### src/rtl/core/urit_pkg.sv
// shared types and constants for the unique row index table
package urit_pkg;

	localparam int MAX_UNIQUE  = 256;
	localparam int MAX_COLUMNS = 4;
	localparam int ELEM_BITS   = 16;

	localparam int ROW_BITS = MAX_COLUMNS * ELEM_BITS;
	localparam int IDX_BITS = $clog2(MAX_UNIQUE);
	localparam int CNT_BITS = IDX_BITS + 1;

	typedef struct packed {
		logic        first_row;
		logic [15:0] elem_0;
		logic [15:0] elem_1;
		logic [15:0] elem_2;
		logic [15:0] elem_3;
	} in_word_t;

	typedef struct packed {
		logic [8:0] row_index;
		logic       is_new;
		logic       overflow;
	} out_word_t;

	// ring control from the sequencer to every cell
	typedef struct packed {
		logic shift;
		logic load;
	} ring_ctl_t;

	typedef logic [ROW_BITS-1:0] row_t;

endpackage

### src/rtl/core/urit_cell.sv
// one stage of the rotating ring of stored unique rows
module urit_cell (
	input  logic              clk,
	input  urit_pkg::ring_ctl_t ctl,
	input  urit_pkg::row_t    nbr_row,
	input  urit_pkg::row_t    load_row,
	output urit_pkg::row_t    row
);
	import urit_pkg::*;

	row_t row_q;

	// contents stay undefined until written, so no reset
	always_ff @(posedge clk) begin
		if (ctl.shift) begin
			row_q <= ctl.load ? load_row : nbr_row;
		end
	end

	assign row = row_q;

endmodule

### config.mk
export PLATFORM = sky130hd
export DESIGN_NAME = urit_cell
export DESIGN_NICKNAME = d
export VERILOG_FILES = /design/src/rtl/core/urit_pkg.sv /design/src/rtl/core/urit_cell.sv
export SDC_FILE = /design/constraint.sdc
export NUM_CORES = 1
export LEC_CHECK = 0
export BUFFER_PORTS_ARGS = -buffer_cell sky130_fd_sc_hd__buf_2
export CORE_MARGIN = 2
export CORE_UTILIZATION = 42
export DETAILED_ROUTE_END_ITERATION = 8
export PLACE_DENSITY = 0.91
export SYNTH_ARGS = -nofsm -noshare
export SYNTH_HDL_FRONTEND = slang
export SYNTH_SLANG_ARGS = --single-unit
### constraint.sdc
create_clock -name clk -period 1.4 [get_ports clk]
set_clock_uncertainty 0.05 [all_clocks]
set_input_delay 0.28 -clock clk [delete_from_list [all_inputs] [get_ports clk]]
set_output_delay 0.28 -clock clk [all_outputs]
set_load 0.01 [all_outputs]
==> results of run 1 <==
-- cells in the final DEF (no fill, tap or decap) --
cell type	count
edfxtp_1	64
clkinv_1	1
clkbuf_1	3
clkbuf_8	9
mux2_4	60
buf_12	4
buf_4	2
mux2_2	4
buf_2	193
bufinv_16	2
clkinv_2	1
-- kinds of logic (layout without fill, tap and decap cells) --
logic type             Yosys count  in the layout  synth area share (%)
buffers and inverters            7            215                  4.38
DFF                             64             64                  64.1
muxes                           64             64                  31.5
-- per-stage QoR --
step           cell area (um^2)  util [%]  worst slack, ns  hold slack (ns)  cells
2_1_floorplan              3000         -            0.204            0.342    135
3_3_place_gp               4050      58.9           0.0910            0.530    423
3_5_place_dp               4050      58.9           0.0543            0.533    423
4_1_cts                    4250      61.9            0.174            0.177    439
5_1_grt                    4250      61.9            0.160            0.180    439
6_report                   4250      61.9            0.199            0.198    439
-- layer usage --
| layer | part of all wire, % | up-vias |
|---|---|---|
| li1 | - | 937 |
| met1 | 36 | 871 |
| met2 | 54 | 109 |
| met3 | 7.5 | 15 |
| met4 | 3.1 | 0 |
| met5 | 0 | - |
-- where the power goes --
| part | internal, mW | switching (mW) | total [mW] | leakage, nW |
|---|---|---|---|---|
| Clock | 0.997 | 0.651 | 1.65 | 0.102 |
| Combinational | 0.470 | 0.335 | 0.805 | 1.31 |
| Sequential | 2.32 | 0.0401 | 2.36 | 0.626 |
| Total | 3.78 | 1.03 | 4.81 | 2.04 |
-- layout make-up --
cell class / count / area share [%]
clock buffer: 12 / 3.18
sequential: 64 / 45.2
tap: 96 / 2.82
multi-input combinational: 64 / 22.2
timing repair buffer: 199 / 24.9
clock inverter: 4 / 1.62
-- final timing paths --
path	to	cells past startpoint
worst min-delay path	row[24]	2
worst max-delay path	row[0]	1
==> flow_summary_export.csv, run 1 <==
group,metric,value,unit
timing,finalSetupViolCount,0,
timing,hold_violations,0,
finish,seq_area,0.00192,mm^2
timing,max_freq,833,MHz
synth,ys.flop_type,"edfxtp_1",
routing,dr_total_vias,1932,
worst_setup_path,cp.arrival,0.87,ns
synth,synth_edf_count,64,
die,core_area,0.00687,mm^2
pwr,leakage,2.04,nW
synth,syn_area_per_cell,22.2,um^2
cts,clk_path_buf_depth,2,
placement,port_buffers,194,
global_route,grt_usage,15.5,%
global_route,top_usage_layer,"met2",
global_route,grt_use_met1,16.3,%
pwr,power.density,1130,mW/mm^2
placement,place.gp.congestion,0.670,
global_route,grt_first_pass_wirelength,8930,um
cts,htreeDepth,3,
synth,synth_area,0.00300,mm^2
die,rows,30,
synth,syn-num-nets,266,
timing,maxSlewHeadroom,84.5,%
routing,wl_per_cell,14.4,um
global_route,antenna_found_initial,0,
synth,ys_top_cells_by_area,"edfxtp_1 64%, mux2_4 30%, buf_12 4.0%, mux2_2 1.5%, buf_6 0.38%",
routing,routed_wl,6330,um
worst_setup_path,cp_slowest_cell,"edfxtp_1",
worst_setup_path,crit_family,"flip-flops",
routing,drt_pass1_iterations,4,
finish,nNetsFinal,469,
cts,clkSlewWorstSetupHoldPaths,0.07,ns
cts,clock_sinks,64,
timing,drv_slew,0,
pwr,design_power_total,4.81,mW
finish,multiInputGateArea,946,um^2
worst_setup_path,path_class,"reg2out",
min_path,min_from,"load_row[24]",
die,io_pins,195,
synth,synth.distinct_cells,5,
routing,ant_nets,0,
pwr,peakVddDrop,0.625,mV
cts,root_buffer,"clkbuf_8",
timing,tightestPinTransition,0.232,ns
global_route,use_met2,28.3,%
min_path,hold_class,"in2reg",
cts,cts_buffers,9,
cts,postCtsSetupRepairBufs,0,
synth,yosys.area.top_type,"edfxtp_1",
timing,min_period_over_period,85.8,%
cts,cts_resized,0,
worst_setup_path,slowest_delay,0.39,ns
worst_setup_path,crit_path_start_kind,"flip-flop",
run,maxCapViolCount,0,
finish,largest_reg_flops,64,
synth,netlist_instances,135,
timing,rsz0062_at_grt,"no",
timing,finalSetupTns,0,ns
worst_setup_path,cp_data_required_time,1.07,ns
worst_setup_path,cp_max_fo,1,
finish,drive_gt1_share,80.2,%
finish,syn_to_final_growth,41.8,%
cts,holdBufCountCts,0,
synth,synth_seq_cells,64,
global_route,grt_max_degree,35,
global_route,grt_overflow,0,
worst_setup_path,endpoint_kind,"output pin",
global_route,met3_usage,2.89,%
die,dieArea,0.00783,mm^2
routing,drc_errors,0,
worst_setup_path,cp-startpoint,"row[0]",
worst_setup_path,path_buf_inv,1,
global_route,grt_pass1_vias,1959,
cts,cts_tree,"built",
finish,fillers,536,
routing,drt_first_iter_violations,62,
synth,synth_warnings,0,
synth,yosysMostFrequentCell,"edfxtp_1",
die,chipHeight,88.5,um
finish,antenna_cells,0,
synth,synth_seq_area_share,64.1,%
timing,post-route-min-period,1.20,ns
status,status,"complete, no violations",
synth,yosys-top-cells-count,"64 x edfxtp_1, 60 x mux2_4, 6 x buf_12",
worst_setup_path,crit_chain,"buf_2",
routing,viasPerCell,4.40,
synth,synth_top_cell_area_share,64.1,%
die,die_w,88.5,um
die,start_util,43.7,%
synth,async_flop_share,0,%
placement,hpwlAfterDp,4940,um
(Power assumes the default switching activity.)
==> run 2, diff against run 1 <==
- CORE_ASPECT_RATIO: unset -> 0.9
==> flow_summary_export.csv, run 2 (same netlist as run 1, synthesis figures left out) <==
group,metric,value,unit
run,maxCapViolCount,0,
global_route,grt_pass1_vias,2082,
worst_setup_path,cp_max_fo,1,
worst_setup_path,slowest_delay,0.39,ns
routing,wl_per_cell,14.9,um
worst_setup_path,path_buf_inv,1,
cts,clk_path_buf_depth,2,
cts,cts_buffers,9,
finish,drive_gt1_share,80.9,%
worst_setup_path,cp_data_required_time,1.07,ns
finish,largest_reg_flops,64,
worst_setup_path,crit_path_start_kind,"flip-flop",
finish,antenna_cells,0,
routing,ant_nets,0,
timing,finalSetupTns,0,ns
cts,root_buffer,"clkbuf_8",
finish,syn_to_final_growth,41.8,%
worst_setup_path,cp.arrival,0.86,ns
finish,final_common_cell,"buf_2",
routing,dr_total_vias,1976,
finish,layout_common_cells,"193 x buf_2, 64 x edfxtp_1, 60 x mux2_4",
timing,drv_slew,0,
die,chipHeight,84.2,um
cts,postCtsSetupRepairBufs,0,
timing,post-route-min-period,1.19,ns
global_route,antenna_found_initial,0,
timing,hold_violations,0,
global_route,grt_max_degree,34,
die,rows,29,
placement,place.gp.congestion,0.837,
pwr,power.density,1090,mW/mm^2
timing,max_freq,838,MHz
global_route,grt_first_pass_wirelength,9870,um
cts,cts_resized,0,
placement,hpwlAfterDp,5180,um
placement,port_buffers,194,
worst_setup_path,endpoint_kind,"output pin",
cts,holdBufCountCts,0,
routing,drt_pass1_iterations,4,
min_path,hold_class,"in2reg",
worst_setup_path,cp_slowest_cell,"edfxtp_1",
pwr,peakVddDrop,0.461,mV
global_route,grt_usage,16.5,%
routing,viasPerCell,4.50,
routing,routed_wl,6530,um
timing,min_period_over_period,85.2,%
die,die_w,93.1,um
cts,cts_tree,"built",
die,start_util,43.0,%
routing,drc_errors,0,
cts,htreeDepth,3,
pwr,leakage,2.05,nW
finish,fin_area,0.00425,mm^2
finish,nNetsFinal,473,
cts,clkSlewWorstSetupHoldPaths,0.08,ns
global_route,grt_overflow,0,
die,core_area,0.00697,mm^2
worst_setup_path,crit_chain,"buf_2",
cts,clock_sinks,64,
worst_setup_path,crit_family,"flip-flops",
die,dieArea,0.00783,mm^2
placement,dpl_cell_area,0.00408,mm^2
timing,tightestPinTransition,0.186,ns
timing,maxSlewHeadroom,87.6,%
status,status,"complete, no violations",
routing,drt_first_iter_violations,49,
die,io_pins,195,
worst_setup_path,path_class,"reg2out",
timing,rsz0062_at_grt,"no",
timing,finalSetupViolCount,0,
run 2: cell type report:
class | count | area, um^2
Multi-Input combinational cell | 64 | 946
Fill cell | 540 | 2720
Tap cell | 93 | 116
Timing Repair Buffer | 203 | 1090
Clock buffer | 10 | 128
Clock inverter | 5 | 48.8
Sequential cell | 64 | 1920
run 2: final timing paths:
path,endpoint,depth (start not counted),start
worst max-delay path,row[19],1,row[19]
worst min-delay path,row[25],2,nbr_row[25]
run 2: layer usage:
metal,vias up,global-route usage (%),wire length (um)
met1,917,18.2,2400
met2,111,30.4,3530
met4,0,6.42,60
li1,943,-,-
met5,-,0,0
met3,5,4.13,544
run 2: per-stage QoR:
stage | hold WS [ns] | std cells | utilization [%] | power, mW | setup slack (ns)
3_3_place_gp | 0.530 | 424 | 58.5 | 3.20 | 0.108
4_1_cts | 0.184 | 439 | 61.0 | 4.69 | 0.185
6_report | 0.200 | 439 | 61.0 | 4.64 | 0.207
3_5_place_dp | 0.533 | 424 | 58.5 | 3.23 | 0.0858
2_1_floorplan | 0.342 | 135 | - | 2.81 | 0.204
5_1_grt | 0.179 | 439 | 61.0 | 4.85 | 0.162
run 2: power by group:
group          leakage (nW)  switching (mW)  internal [mW]  total (mW)
combinational          1.33           0.343          0.477       0.821
sequential            0.626          0.0397           2.32        2.35
clock                0.0933           0.665          0.798        1.46
