$ cat src/rtl/core/urit_pkg.sv
// shared types and constants for the unique row index table
package urit_pkg;

	localparam int MAX_UNIQUE  = 256;
	localparam int MAX_COLUMNS = 4;
	localparam int ELEM_BITS   = 16;

	localparam int ROW_BITS = MAX_COLUMNS * ELEM_BITS;
	localparam int IDX_BITS = $clog2(MAX_UNIQUE);
	localparam int CNT_BITS = IDX_BITS + 1;

	typedef struct packed {
		logic        first_row;
		logic [15:0] elem_0;
		logic [15:0] elem_1;
		logic [15:0] elem_2;
		logic [15:0] elem_3;
	} in_word_t;

	typedef struct packed {
		logic [8:0] row_index;
		logic       is_new;
		logic       overflow;
	} out_word_t;

	// ring control from the sequencer to every cell
	typedef struct packed {
		logic shift;
		logic load;
	} ring_ctl_t;

	typedef logic [ROW_BITS-1:0] row_t;

endpackage

$ cat src/rtl/core/urit_ctrl.sv
// scan sequencer, compare at the ring head, config register and output register
module urit_ctrl (
	input  logic                clk,
	input  logic                arst_n,
	input  logic                in_valid,
	output logic                in_stall,
	input  urit_pkg::in_word_t  in_data,
	output logic                out_valid,
	input  logic                out_stall,
	output urit_pkg::out_word_t out_data,
	input  logic                cfg_we,
	input  logic [2:0]          cfg_wdata,
	input  urit_pkg::row_t      head_row,
	output urit_pkg::row_t      query_row,
	output urit_pkg::ring_ctl_t ring_ctl,
	output urit_pkg::ring_ctl_t ring_hold
);
	import urit_pkg::*;

	typedef enum logic [2:0] {
		ST_IDLE = 3'b001,
		ST_SCAN = 3'b010,
		ST_DONE = 3'b100
	} state_t;

	state_t              state_q;
	logic [2:0]          cols_q;
	logic [CNT_BITS-1:0] count_q;
	logic [IDX_BITS-1:0] step_q;
	logic                hit_q;
	logic [CNT_BITS-1:0] idx_q;
	row_t                query_q;
	row_t                mask_q;
	logic                out_valid_q;
	out_word_t           out_data_q;

	logic [15:0]         elems [4];
	row_t                in_row;
	row_t                in_mask;
	logic [2:0]          n_cols;
	logic                accept;
	logic                head_match;
	logic                step_in_use;
	logic                step_at_end;
	logic                last_step;
	logic                out_free;
	logic [CNT_BITS-1:0] step_ext;

	assign elems[0] = in_data.elem_0;
	assign elems[1] = in_data.elem_1;
	assign elems[2] = in_data.elem_2;
	assign elems[3] = in_data.elem_3;

	// zero columns acts as one, too many saturates
	always_comb begin
		if (cols_q == 3'd0) begin
			n_cols = 3'd1;
		end else if (cols_q > 3'(MAX_COLUMNS)) begin
			n_cols = 3'(MAX_COLUMNS);
		end else begin
			n_cols = cols_q;
		end
	end

	always_comb begin
		for (int c = 0; c < MAX_COLUMNS; c++) begin
			in_row[c*ELEM_BITS +: ELEM_BITS]  = elems[c][ELEM_BITS-1:0];
			in_mask[c*ELEM_BITS +: ELEM_BITS] = {ELEM_BITS{(3'(c) < n_cols)}};
		end
	end

	assign accept      = (state_q == ST_IDLE) && in_valid;
	assign step_ext    = {1'b0, step_q};
	assign head_match  = ((head_row ^ query_q) & mask_q) == '0;
	assign step_in_use = step_ext < count_q;
	assign step_at_end = step_ext == count_q;
	assign last_step   = step_q == IDX_BITS'(MAX_UNIQUE - 1);
	assign out_free    = !out_valid_q || !out_stall;

	// append lands in the tail cell when the head holds the first free slot
	assign ring_ctl.shift  = state_q == ST_SCAN;
	assign ring_ctl.load   = (state_q == ST_SCAN) && !hit_q && step_at_end;
	assign ring_hold.shift = state_q == ST_SCAN;
	assign ring_hold.load  = 1'b0;

	always_ff @(posedge clk or negedge arst_n) begin
		if (!arst_n) begin
			state_q     <= ST_IDLE;
			cols_q      <= 3'd4;
			count_q     <= '0;
			step_q      <= '0;
			hit_q       <= 1'b0;
			out_valid_q <= 1'b0;
		end else begin
			if (cfg_we) begin
				cols_q <= cfg_wdata;
			end
			if ((state_q == ST_DONE) && out_free) begin
				out_valid_q <= 1'b1;
			end else if (!out_stall) begin
				out_valid_q <= 1'b0;
			end
			case (state_q)
				ST_IDLE: begin
					if (accept) begin
						if (in_data.first_row) begin
							count_q <= '0;
						end
						hit_q   <= 1'b0;
						step_q  <= '0;
						state_q <= ST_SCAN;
					end
				end
				ST_SCAN: begin
					if (step_in_use && !hit_q && head_match) begin
						hit_q <= 1'b1;
					end
					step_q <= step_q + 1'b1;
					if (last_step) begin
						state_q <= ST_DONE;
					end
				end
				ST_DONE: begin
					if (out_free) begin
						if (!hit_q && (count_q != CNT_BITS'(MAX_UNIQUE))) begin
							count_q <= count_q + 1'b1;
						end
						state_q <= ST_IDLE;
					end
				end
				default: begin
					state_q <= ST_IDLE;
				end
			endcase
		end
	end

	always_ff @(posedge clk) begin
		if (accept) begin
			query_q <= in_row;
			mask_q  <= in_mask;
		end
		if ((state_q == ST_SCAN) && step_in_use && !hit_q && head_match) begin
			idx_q <= step_ext + 1'b1;
		end
		if ((state_q == ST_DONE) && out_free) begin
			if (hit_q) begin
				out_data_q.row_index <= 9'(idx_q);
				out_data_q.is_new    <= 1'b0;
				out_data_q.overflow  <= 1'b0;
			end else if (count_q == CNT_BITS'(MAX_UNIQUE)) begin
				out_data_q.row_index <= 9'd0;
				out_data_q.is_new    <= 1'b0;
				out_data_q.overflow  <= 1'b1;
			end else begin
				out_data_q.row_index <= 9'(count_q + 1'b1);
				out_data_q.is_new    <= 1'b1;
				out_data_q.overflow  <= 1'b0;
			end
		end
	end

	assign in_stall  = state_q != ST_IDLE;
	assign out_valid = out_valid_q;
	assign out_data  = out_data_q;
	assign query_row = query_q;

endmodule

$ cat config.mk
export PLATFORM = sky130hd
export DESIGN_NAME = urit_ctrl
export DESIGN_NICKNAME = d
export VERILOG_FILES = /design/src/rtl/core/urit_pkg.sv /design/src/rtl/core/urit_ctrl.sv
export SDC_FILE = /design/constraint.sdc
export NUM_CORES = 1
export LEC_CHECK = 0
export BUFFER_PORTS_ARGS = -buffer_cell sky130_fd_sc_hd__buf_2
export CORE_MARGIN = 2
export CORE_UTILIZATION = 45
export DETAILED_ROUTE_END_ITERATION = 12
export GPL_ROUTABILITY_DRIVEN = 0
export PLACE_DENSITY = 0.76
export SLEW_MARGIN = 10
export SYNTH_ARGS = -nofsm -noshare
export SYNTH_HDL_FRONTEND = slang
export SYNTH_SLANG_ARGS = --single-unit
$ cat constraint.sdc
create_clock -name clk -period 7.69 [get_ports clk]
set_clock_uncertainty 0.2 [all_clocks]
set_input_delay 0.769 -clock clk [delete_from_list [all_inputs] [get_ports clk]]
set_output_delay 0.769 -clock clk [all_outputs]
set_load 0.005 [all_outputs]
==> flow_metrics.py, run 1 <==
metrics = {
    "clock_network": {
        "h-tree-depth": 4,
        "cts_buffer_depth": 2,
        "cts_setup_buffers": 0,
        "path_clk_slew_ps": 60,
        "root_buffer": "clkbuf_8",
        "ctsHoldBuffers": 0,
        "cts-buffers-inserted": 17,
        "cts_tree": "done",
        "post_cts_resized": 0,
        "cts_sinks": 113,
        "worstSkewPairLatency_ps": 520,
    },
    "global_route": {
        "grt_pass1_wl_um": 18440,
        "grtUsageMet2": 0.3567,
        "use_met1": 0.2444,
        "overflow": 0,
        "antenna_found_initial": 1,
        "grt_busiest_layer": "met2",
        "met3_usage": 0.06698,
        "grtUsageTotal": 0.2109,
        "grt_max_degree": 40,
        "grt_pass1_vias": 3719,
    },
    "synth": {
        "ys_seq_area_frac": 0.6514,
        "synth_seq_cells": 113,
        "synth_edf_count": 88,
        "async_flop_share": 0.2212,
        "synth_cells": 365,
        "ys_warn_count": 0,
        "synth_cell_type_count": 44,
        "syn_area_per_cell_um2": 13.76,
        "ys.flop_type": "edfxtp_1",
        "syn-num-nets": 513,
        "synth_area_um2": 5021,
    },
    "power": {
        "p_comb_frac": 0.040,
        "leakage_nw": 2.886,
        "clkPwrFrac": 0.529,
        "sw_frac_of_total": 0.1845,
        "power_frac_seq": 0.431,
        "fin_total_pwr_mw": 1.536,
        "p_per_area_nw_per_um2": 223.0,
        "power.internal_mw": 1.252,
        "ir_worst_vdd_uv": 146.4,
        "netSwitchingPower_mw": 0.2834,
    },
    "setup_path": {
        "start_kind": "register",
        "cpPeakStageDelay_ps": 900,
        "path_max_fanout": 9,
        "required_ps": 7620,
        "path_cells": "inv_1 > ha_1 > a21oi_1 > nor2b_1 > o31ai_1 > o2111ai_1 > nor3_1",
        "worst_setup_path_end_kind": "register",
        "cp.arrival_ps": 3010,
        "crit-reg2reg-capture": "idx_q[3]",
        "crit_start": "count_q[3]",
        "worst-setup-path-type": "register to register",
        "rrSetupSlack_ps": 4610,
        "r2r_start": "count_q[3]",
        "reg2reg_depth": 7,
        "critPathSlowestCell": "nor3_1",
    },
    "route": {
        "drtIter0Drc": 176,
        "post_drt_wl_per_cell_um": 16.06,
        "detail-route-antenna-nets": 0,
        "viasPerCell": 4.979,
        "finalWirelength_um": 12030,
        "drc": 0,
        "first_pass_iters": 5,
        "vias": 3729,
    },
    "placement": {
        "io_buffers": 216,
        "dpl.hpwl_um": 9413,
        "placed_area_um2": 6251,
    },
    "floorplan": {
        "start_util": 0.4632,
        "die_w_um": 109.6,
        "pin_count": 218,
        "std_cell_rows": 38,
        "die_area_um2": 12020,
        "die_h_um": 109.6,
        "coreArea_um2": 10840,
    },
    "sta": {
        "fin_hold_ws_ps": 43.63,
        "drv_slew": 0,
        "setup_viol": 0,
        "period_share": 0.4001,
        "slew_headroom": 0.2913,
        "fmax_mhz": 325.0,
        "tightest_slew_ps": 1055,
        "fin_crit_ps": 3076,
        "tns_ps": 0,
        "final-hold-violation-count": 0,
        "rsz0062_at_grt": "false",
    },
    "layout": {
        "final_area_um2": 6888,
        "drive_gt1_frac": 0.4276,
        "nFillCells": 833,
        "area_growth_pct": 37.18,
        "fin_nets": 743,
    },
    "min_path": {
        "hold_path_class": "input pin to async pin",
    },
    "outcome": {
        "outcome": "completed",
    },
    "job": {
        "max_cap_violations": 0,
    },
}
## final cells by class
type / count / area [µm²] / share of cell area
diodes: 1 / 2.502 / 0.0003633
clock buffers: 25 / 514.2 / 0.07466
clock inverters: 7 / 120.1 / 0.01744
inverters: 15 / 56.30 / 0.008174
multi-input cells: 231 / 1660 / 0.2411
flip-flops and latches: 113 / 3271 / 0.4748
well taps: 140 / 175.2 / 0.02543
repair buffers: 217 / 1089 / 0.1580
## kinds of logic (layout without fill, tap and decap cells)
group,count (synthesis),count (layout),synth area share
XOR/XNOR,77,77,0.1343
other,2,3,0.001496
multiplexers,3,3,0.006728
flip-flops,113,113,0.6514
buffers and inverters,21,264,0.01869
AND/OR/NAND/NOR,89,89,0.08971
adder cells (fa/ha/maj),11,11,0.02741
AO/OA/AOI/OAI,49,49,0.07027
## cells in the final DEF (no fill, tap or decap), types with 3 or more instances in the layout
cell type	count
nand2_1	30
a22o_1	4
and3_1	8
nand4_1	17
buf_2	216
xor2_1	4
edfxtp_1	88
o31ai_2	4
bufinv_16	3
a21oi_1	3
xnor2_1	73
dfrtp_1	23
o41ai_1	3
nor2_1	15
clkbuf_8	8
ha_1	11
inv_1	14
clkbuf_16	16
nand3_1	8
mux2_2	3
o21ai_0	22
## state kept, by name, summed over array words and instances (netlist names), 3 cells and up
signal and count:
count_q 9, out_data 11, query_row 64, cols_q 3, step_q 8, idx_q 9
state_q 3, mask_q 4
## synth_stat cells, types with 2 or more instances
library cell	instances	area, µm²
buf_4	2	15.01
xor2_1	4	35.03
clkbuf_1	3	11.26
nand3_1	8	40.04
o31ai_2	4	50.05
o41ai_1	3	26.28
inv_1	14	52.55
nand4_1	17	106.4
ha_1	11	137.6
a21oi_1	3	15.01
nor2_1	15	56.30
o31ai_1	2	15.01
a22o_1	4	35.03
xnor2_1	73	639.4
edfxtp_1	88	2643
o21ai_0	22	110.1
dfrtp_1	23	575.6
nand2_1	30	112.6
dfstp_2	2	52.55
a31oi_1	2	12.51
mux2_2	3	33.78
conb_1	2	7.510
a21o_1	2	15.01
and3_1	8	50.05
## metal layers
layer,routed length (µm),vias to the layer above,share of wire
li1,-,1797,-
met1,4897,1762,0.41
met2,6090,147,0.51
met3,770,23,0.064
met4,268,0,0.022
met5,0,-,0
## critical path, delay by kind of cell, from the launching register on
kind / cells / cell delay [ps]
AO/OA/AOI/OAI: 3 / 690
buffers and inverters: 1 / 110
adder cells (fa/ha/maj): 1 / 320
AND/OR/NAND/NOR: 2 / 960
flip-flops: 1 / 420
## metrics by stage
| step | cells | worst slack (ps) | utilization |
|---|---|---|---|
| 5_1_grt | 749 | 4320 | 0.6354 |
| 3_3_place_gp | 716 | 4396 | 0.5766 |
| 6_report | 749 | 4614 | 0.6354 |
| 2_1_floorplan | 365 | 4858 | - |
| 4_1_cts | 748 | 4558 | 0.6352 |
| 3_5_place_dp | 716 | 4199 | 0.5766 |
## power groups by stage
stage,registers (mW),clock network [mW],logic (mW)
2_1_floorplan,0.673,0,0.0195
3_3_place_gp,0.673,0,0.0591
3_5_place_dp,0.673,0,0.0616
4_1_cts,0.661,0.824,0.0622
5_1_grt,0.661,0.857,0.0678
6_report,0.662,0.813,0.0615
## worst max-delay path by stage
stage | end | slack [ps] | cells after the start
floorplan | step_q[2] | 4860 | 4
global placement | idx_q[0] | 4400 | 6
detailed placement | idx_q[3] | 4200 | 6
CTS | idx_q[3] | 4560 | 7
global route | idx_q[0] | 4320 | 7
finish | idx_q[3] | 4610 | 7
No activity file was read; power rests on OpenSTA's default activity.
==> inputs of run 2 (changes only) <==
--- a/config.mk
+++ b/config.mk
@@ -7,7 +7,7 @@
 export LEC_CHECK = 0
 export BUFFER_PORTS_ARGS = -buffer_cell sky130_fd_sc_hd__buf_2
 export CORE_MARGIN = 2
-export CORE_UTILIZATION = 45
+export CORE_UTILIZATION = 43
 export DETAILED_ROUTE_END_ITERATION = 12
 export GPL_ROUTABILITY_DRIVEN = 0
 export PLACE_DENSITY = 0.76
==> constraint.sdc (replaced) <==
create_clock -name clk -period 2.51 [get_ports clk]
set_clock_uncertainty 0.2 [all_clocks]
set_input_delay 0.251 -clock clk [delete_from_list [all_inputs] [get_ports clk]]
set_output_delay 0.251 -clock clk [all_outputs]
set_load 0.005 [all_outputs]
==> flow_metrics.py, run 2 (same netlist as run 1, synthesis figures left out) <==
metrics = {
    "outcome": {
        "outcome": "completed",
    },
    "global_route": {
        "grt_max_degree": 58,
        "grt_pass1_vias": 4462,
        "grtUsageMet2": 0.3887,
        "grtUsageTotal": 0.2169,
        "antenna_found_initial": 0,
        "met3_usage": 0.05886,
        "use_met1": 0.2527,
        "grt_pass1_wl_um": 21330,
        "overflow": 0,
        "grt_busiest_layer": "met2",
    },
    "clock_network": {
        "worstSkewPairLatency_ps": 400,
        "cts_setup_buffers": 0,
        "cts_sinks": 113,
        "cts-buffers-inserted": 17,
        "cts_buffer_depth": 2,
        "path_clk_slew_ps": 50,
        "cts_tree": "done",
        "root_buffer": "clkbuf_16",
        "h-tree-depth": 4,
    },
    "route": {
        "viasPerCell": 4.884,
        "detail-route-antenna-nets": 0,
        "vias": 4044,
        "drtIter0Drc": 156,
        "finalWirelength_um": 13200,
        "post_drt_wl_per_cell_um": 15.94,
        "drc": 0,
        "first_pass_iters": 5,
    },
    "layout": {
        "diodes": 0,
        "area_growth_pct": 50.76,
        "layout_commonest_cell": "buf_2",
        "final_cell_mix": "buf_2, edfxtp_1, xnor2_1, dlygate4sd3_1, nand2_1",
        "final_area_um2": 7570,
        "stdcell_count": 828,
        "drive_gt1_frac": 0.3825,
        "largest_register_ffs": 64,
        "fin_nets": 820,
    },
    "setup_path": {
        "worst_setup_path_end_kind": "register",
        "crit_start": "count_q[2]",
        "critPathSlowestCell": "dfrtp_1",
        "cpPeakStageDelay_ps": 450,
        "path_max_fanout": 9,
        "start_kind": "register",
        "cp.arrival_ps": 2210,
        "required_ps": 2410,
        "r2r_start": "count_q[2]",
        "worst-setup-path-type": "register to register",
        "path_cells": "inv_1 > ha_1 > nand3_1 > a21oi_1 > o31ai_1 > o2111ai_1 > nor3_2 > buf_4",
    },
    "floorplan": {
        "coreArea_um2": 11420,
        "pin_count": 218,
        "die_h_um": 112.1,
        "std_cell_rows": 39,
        "start_util": 0.4397,
        "die_area_um2": 12560,
        "die_w_um": 112.1,
    },
    "placement": {
        "io_buffers": 216,
        "dpl.cell_count": 723,
        "dpl.hpwl_um": 9193,
        "placed_area_um2": 6302,
    },
    "sta": {
        "setup_viol": 0,
        "fin_crit_ps": 2309,
        "tightest_slew_ps": 580.6,
        "tns_ps": 0,
        "fmax_mhz": 433.1,
        "slew_headroom": 0.6129,
        "rsz0062_at_grt": "false",
        "period_share": 0.9199,
        "final-hold-violation-count": 0,
        "drv_slew": 0,
        "fin_hold_ws_ps": 64.03,
    },
    "power": {
        "leakage_nw": 3.157,
        "p_per_area_nw_per_um2": 587.5,
        "ir_worst_vdd_uv": 415.9,
    },
    "min_path": {
        "hold_path_class": "input pin to register",
        "hp-start": "in_data[64]",
    },
    "job": {
        "max_cap_violations": 0,
    },
}
==> run 2: changes by cell type in the layout (fill, tap and decap cells not counted), sizes merged <==
cell / previous run / this run
bufinv: 3 / 1
buf: 217 / 221
clkinvlp: 1 / 4
dlygate4sd3: 0 / 73
clkbuf: 25 / 19
diode: 1 / 0
clkinv: 4 / 9
==> run 2: final timing paths <==
check | slack (ps) | end | cells past startpoint
max | 200 | idx_q[5] | 8
min | 60 | count_q[1] | 4
max reg2reg | 200 | idx_q[5] | 8
min reg2reg | 300 | out_valid | 2
max in group asynchronous | 1540 | count_q[8] | 2
min in group asynchronous | 170 | count_q[4] | 2
==> run 2: through the flow <==
stage / worst slack, ps / power (mW) / utilization
finish: 201.0 / 4.447 / 0.6629
global route: 2.882 / 4.612 / 0.6629
CTS: 110.8 / 4.494 / 0.6623
detailed placement: 136.3 / 2.251 / 0.5519
global placement: 184.6 / 2.243 / 0.5519
floorplan: 152.6 / 2.122 / -
==> run 2: critical path, delay by kind of cell (launching register included) <==
family	cells	cell delay, ps
AO/OA/AOI/OAI	3	450
adder cells (fa/ha/maj)	1	310
flip-flops	1	450
buffers and inverters	2	300
AND/OR/NAND/NOR	2	290
==> run 2: repair_timing <==
action,CTS,global route
endpoints found under the setup margin,0,9
endpoints found under the hold margin,92,0
resized for setup,0,1
hold buffers,73,0
==> run 2: metal layers <==
layer / vias to the layer above / wire (µm)
met5: - / 0
met4: 0 / 193
met3: 13 / 948
met2: 192 / 6934
met1: 1894 / 5125
li1: 1945 / -
==> run 2: cell type report <==
cell class	instances	area (µm²)
Clock buffer	19	432.9
Clock inverter	13	96.34
Timing Repair Buffer	294	1862
Inverter	15	56.30
Multi-Input combinational cell	231	1673
Sequential cell	113	3271
Fill cell	849	3849
Tap cell	143	178.9
==> run 2: where the power goes <==
part	total, mW	internal (mW)	switching (mW)
logic	0.286	0.193	0.0927
registers	2.03	2.02	0.00349
clock network	2.13	1.34	0.799
total	4.45	3.55	0.895
==> inputs of run 3 (changes only) <==
--- a/config.mk
+++ b/config.mk
@@ -7,10 +7,9 @@
 export LEC_CHECK = 0
 export BUFFER_PORTS_ARGS = -buffer_cell sky130_fd_sc_hd__buf_2
 export CORE_MARGIN = 2
-export CORE_UTILIZATION = 43
+export CORE_UTILIZATION = 25
 export DETAILED_ROUTE_END_ITERATION = 12
 export GPL_ROUTABILITY_DRIVEN = 0
-export PLACE_DENSITY = 0.76
 export SLEW_MARGIN = 10
 export SYNTH_ARGS = -nofsm -noshare
 export SYNTH_HDL_FRONTEND = slang
==> flow_metrics.py, run 3 (same netlist as run 1, synthesis figures left out) <==
metrics = {
    "power": {
        "p_per_area_nw_per_um2": 606.9,
        "netSwitchingPower_mw": 0.9696,
        "ir_worst_vdd_uv": 451.0,
        "power.internal_mw": 3.802,
        "leakage_nw": 3.243,
        "p_comb_frac": 0.059,
        "sw_frac_of_total": 0.2032,
        "power_frac_seq": 0.425,
        "clkPwrFrac": 0.516,
    },
    "route": {
        "vias": 3978,
        "first_pass_iters": 4,
        "drc": 0,
        "post_drt_wl_per_cell_um": 14.15,
        "detail-route-antenna-nets": 0,
        "drtIter0Drc": 159,
        "finalWirelength_um": 13590,
        "viasPerCell": 4.144,
    },
    "setup_path": {
        "path_max_fanout": 9,
        "worst_setup_path_end_kind": "register",
        "reg2reg_depth": 7,
        "cp.arrival_ps": 2290,
        "worst-setup-path-type": "register to register",
        "required_ps": 2440,
        "start_kind": "register",
    },
    "sta": {
        "setup_viol": 0,
        "period_share": 0.9416,
        "drv_slew": 0,
        "fmax_mhz": 423.1,
        "rsz0062_at_grt": "false",
        "slew_headroom": 0.5889,
        "final-hold-violation-count": 0,
        "worst_slack_ps": 146.7,
        "tns_ps": 0,
        "fin_crit_ps": 2363,
        "tightest_slew_ps": 616.7,
    },
    "global_route": {
        "grt_pass1_wl_um": 21700,
        "overflow": 0,
        "grtUsageTotal": 0.1318,
        "grt_max_degree": 42,
        "antenna_found_initial": 0,
        "grt_pass1_vias": 4303,
    },
    "floorplan": {
        "die_w_um": 145.7,
        "die_h_um": 145.7,
        "pin_count": 218,
        "start_util": 0.2563,
        "std_cell_rows": 51,
        "coreArea_um2": 19590,
        "die_area_um2": 21230,
    },
    "placement": {
        "dpl.hpwl_um": 9799,
        "io_buffers": 216,
        "placed_area_um2": 6523,
        "dp_worst_setup_slack_ps": 109.5,
        "dpl.cell_count": 854,
    },
    "outcome": {
        "outcome": "completed",
    },
    "clock_network": {
        "path_clk_slew_ps": 60,
        "h-tree-depth": 4,
        "cts-buffers-inserted": 17,
        "post_cts_resized": 0,
        "cts_sinks": 113,
        "cts_tree": "done",
        "worstSkewPairLatency_ps": 420,
        "cts_buffer_depth": 2,
        "root_buffer": "clkbuf_16",
    },
    "layout": {
        "stdcell_count": 960,
        "diodes": 0,
        "final_cell_mix": "buf_2, edfxtp_1, xnor2_1, dlygate4sd3_1, nand2_1",
        "final_area_um2": 7863,
        "fin_nets": 830,
        "area_growth_pct": 56.59,
        "layout_commonest_cell": "buf_2",
        "drive_gt1_frac": 0.3942,
        "largest_register_ffs": 64,
    },
    "min_path": {
        "hold_path_class": "input pin to register",
        "min_path_cells": 4,
    },
    "job": {
        "max_cap_violations": 0,
    },
}
run 3: changes by cell type in the layout (fill, tap and decap cells not counted), sizes merged:
cell and delta:
inv +3, buf +10, clkinv -3, bufinv +2, clkinvlp -2
run 3: final cells by class:
| cell class | instances | area [µm²] |
|---|---|---|
| fillers | 1862 | 11730 |
| flip-flops and latches | 113 | 3271 |
| repair buffers | 304 | 1937 |
| multi-input cells | 231 | 1665 |
| clock buffers | 19 | 442.9 |
| well taps | 265 | 331.6 |
| clock inverters | 13 | 158.9 |
| inverters | 15 | 56.30 |
run 3: power groups by stage:
stage / clock (mW) / combinational [mW] / sequential (mW)
6_report: 2.46 / 0.282 / 2.03
4_1_cts: 2.52 / 0.282 / 2.03
5_1_grt: 2.61 / 0.308 / 2.03
2_1_floorplan: 0 / 0.0597 / 2.06
3_3_place_gp: 0 / 0.183 / 2.06
3_5_place_dp: 0 / 0.187 / 2.06
run 3: worst max-delay path, stage by stage (launching register included):
cell and delay, ps:
edfxtp_1 410, xnor2_1 170, nand4_1 140, o41ai_1 430, buf_4 190, o2111ai_1 140, nor3_2 200, buf_4 190
run 3: per-stage QoR:
stage | hold WS, ps | power, mW | utilization
2_1_floorplan | -244.6 | 2.122 | -
3_5_place_dp | 111.8 | 2.250 | 0.3330
5_1_grt | 54.50 | 4.941 | 0.4014
6_report | 41.28 | 4.772 | 0.4014
3_3_place_gp | 104.5 | 2.246 | 0.3330
4_1_cts | 23.24 | 4.831 | 0.4010
run 3: final timing paths:
kind | from | endpoint | slack [ps]
max | query_row[37] | idx_q[4] | 150
max in group asynchronous | arst_n | cols_q[0] | 1500
min | in_data[64] | count_q[7] | 40
min reg2reg | out_valid | out_valid | 320
max reg2reg | query_row[37] | idx_q[4] | 150
min in group asynchronous | arst_n | count_q[1] | 200
run 3: metal layers:
layer  GRT usage  share of wire
met3     0.04169          0.066
met4     0.05343          0.018
met5           0              0
met1      0.1471           0.41
met2      0.2328           0.51
run 3: repair_timing:
action | CTS | global route
buffers inserted | 0 | 1
endpoints found under the hold margin | 92 | 0
hold buffers | 73 | 0
endpoints found under the setup margin | 0 | 3
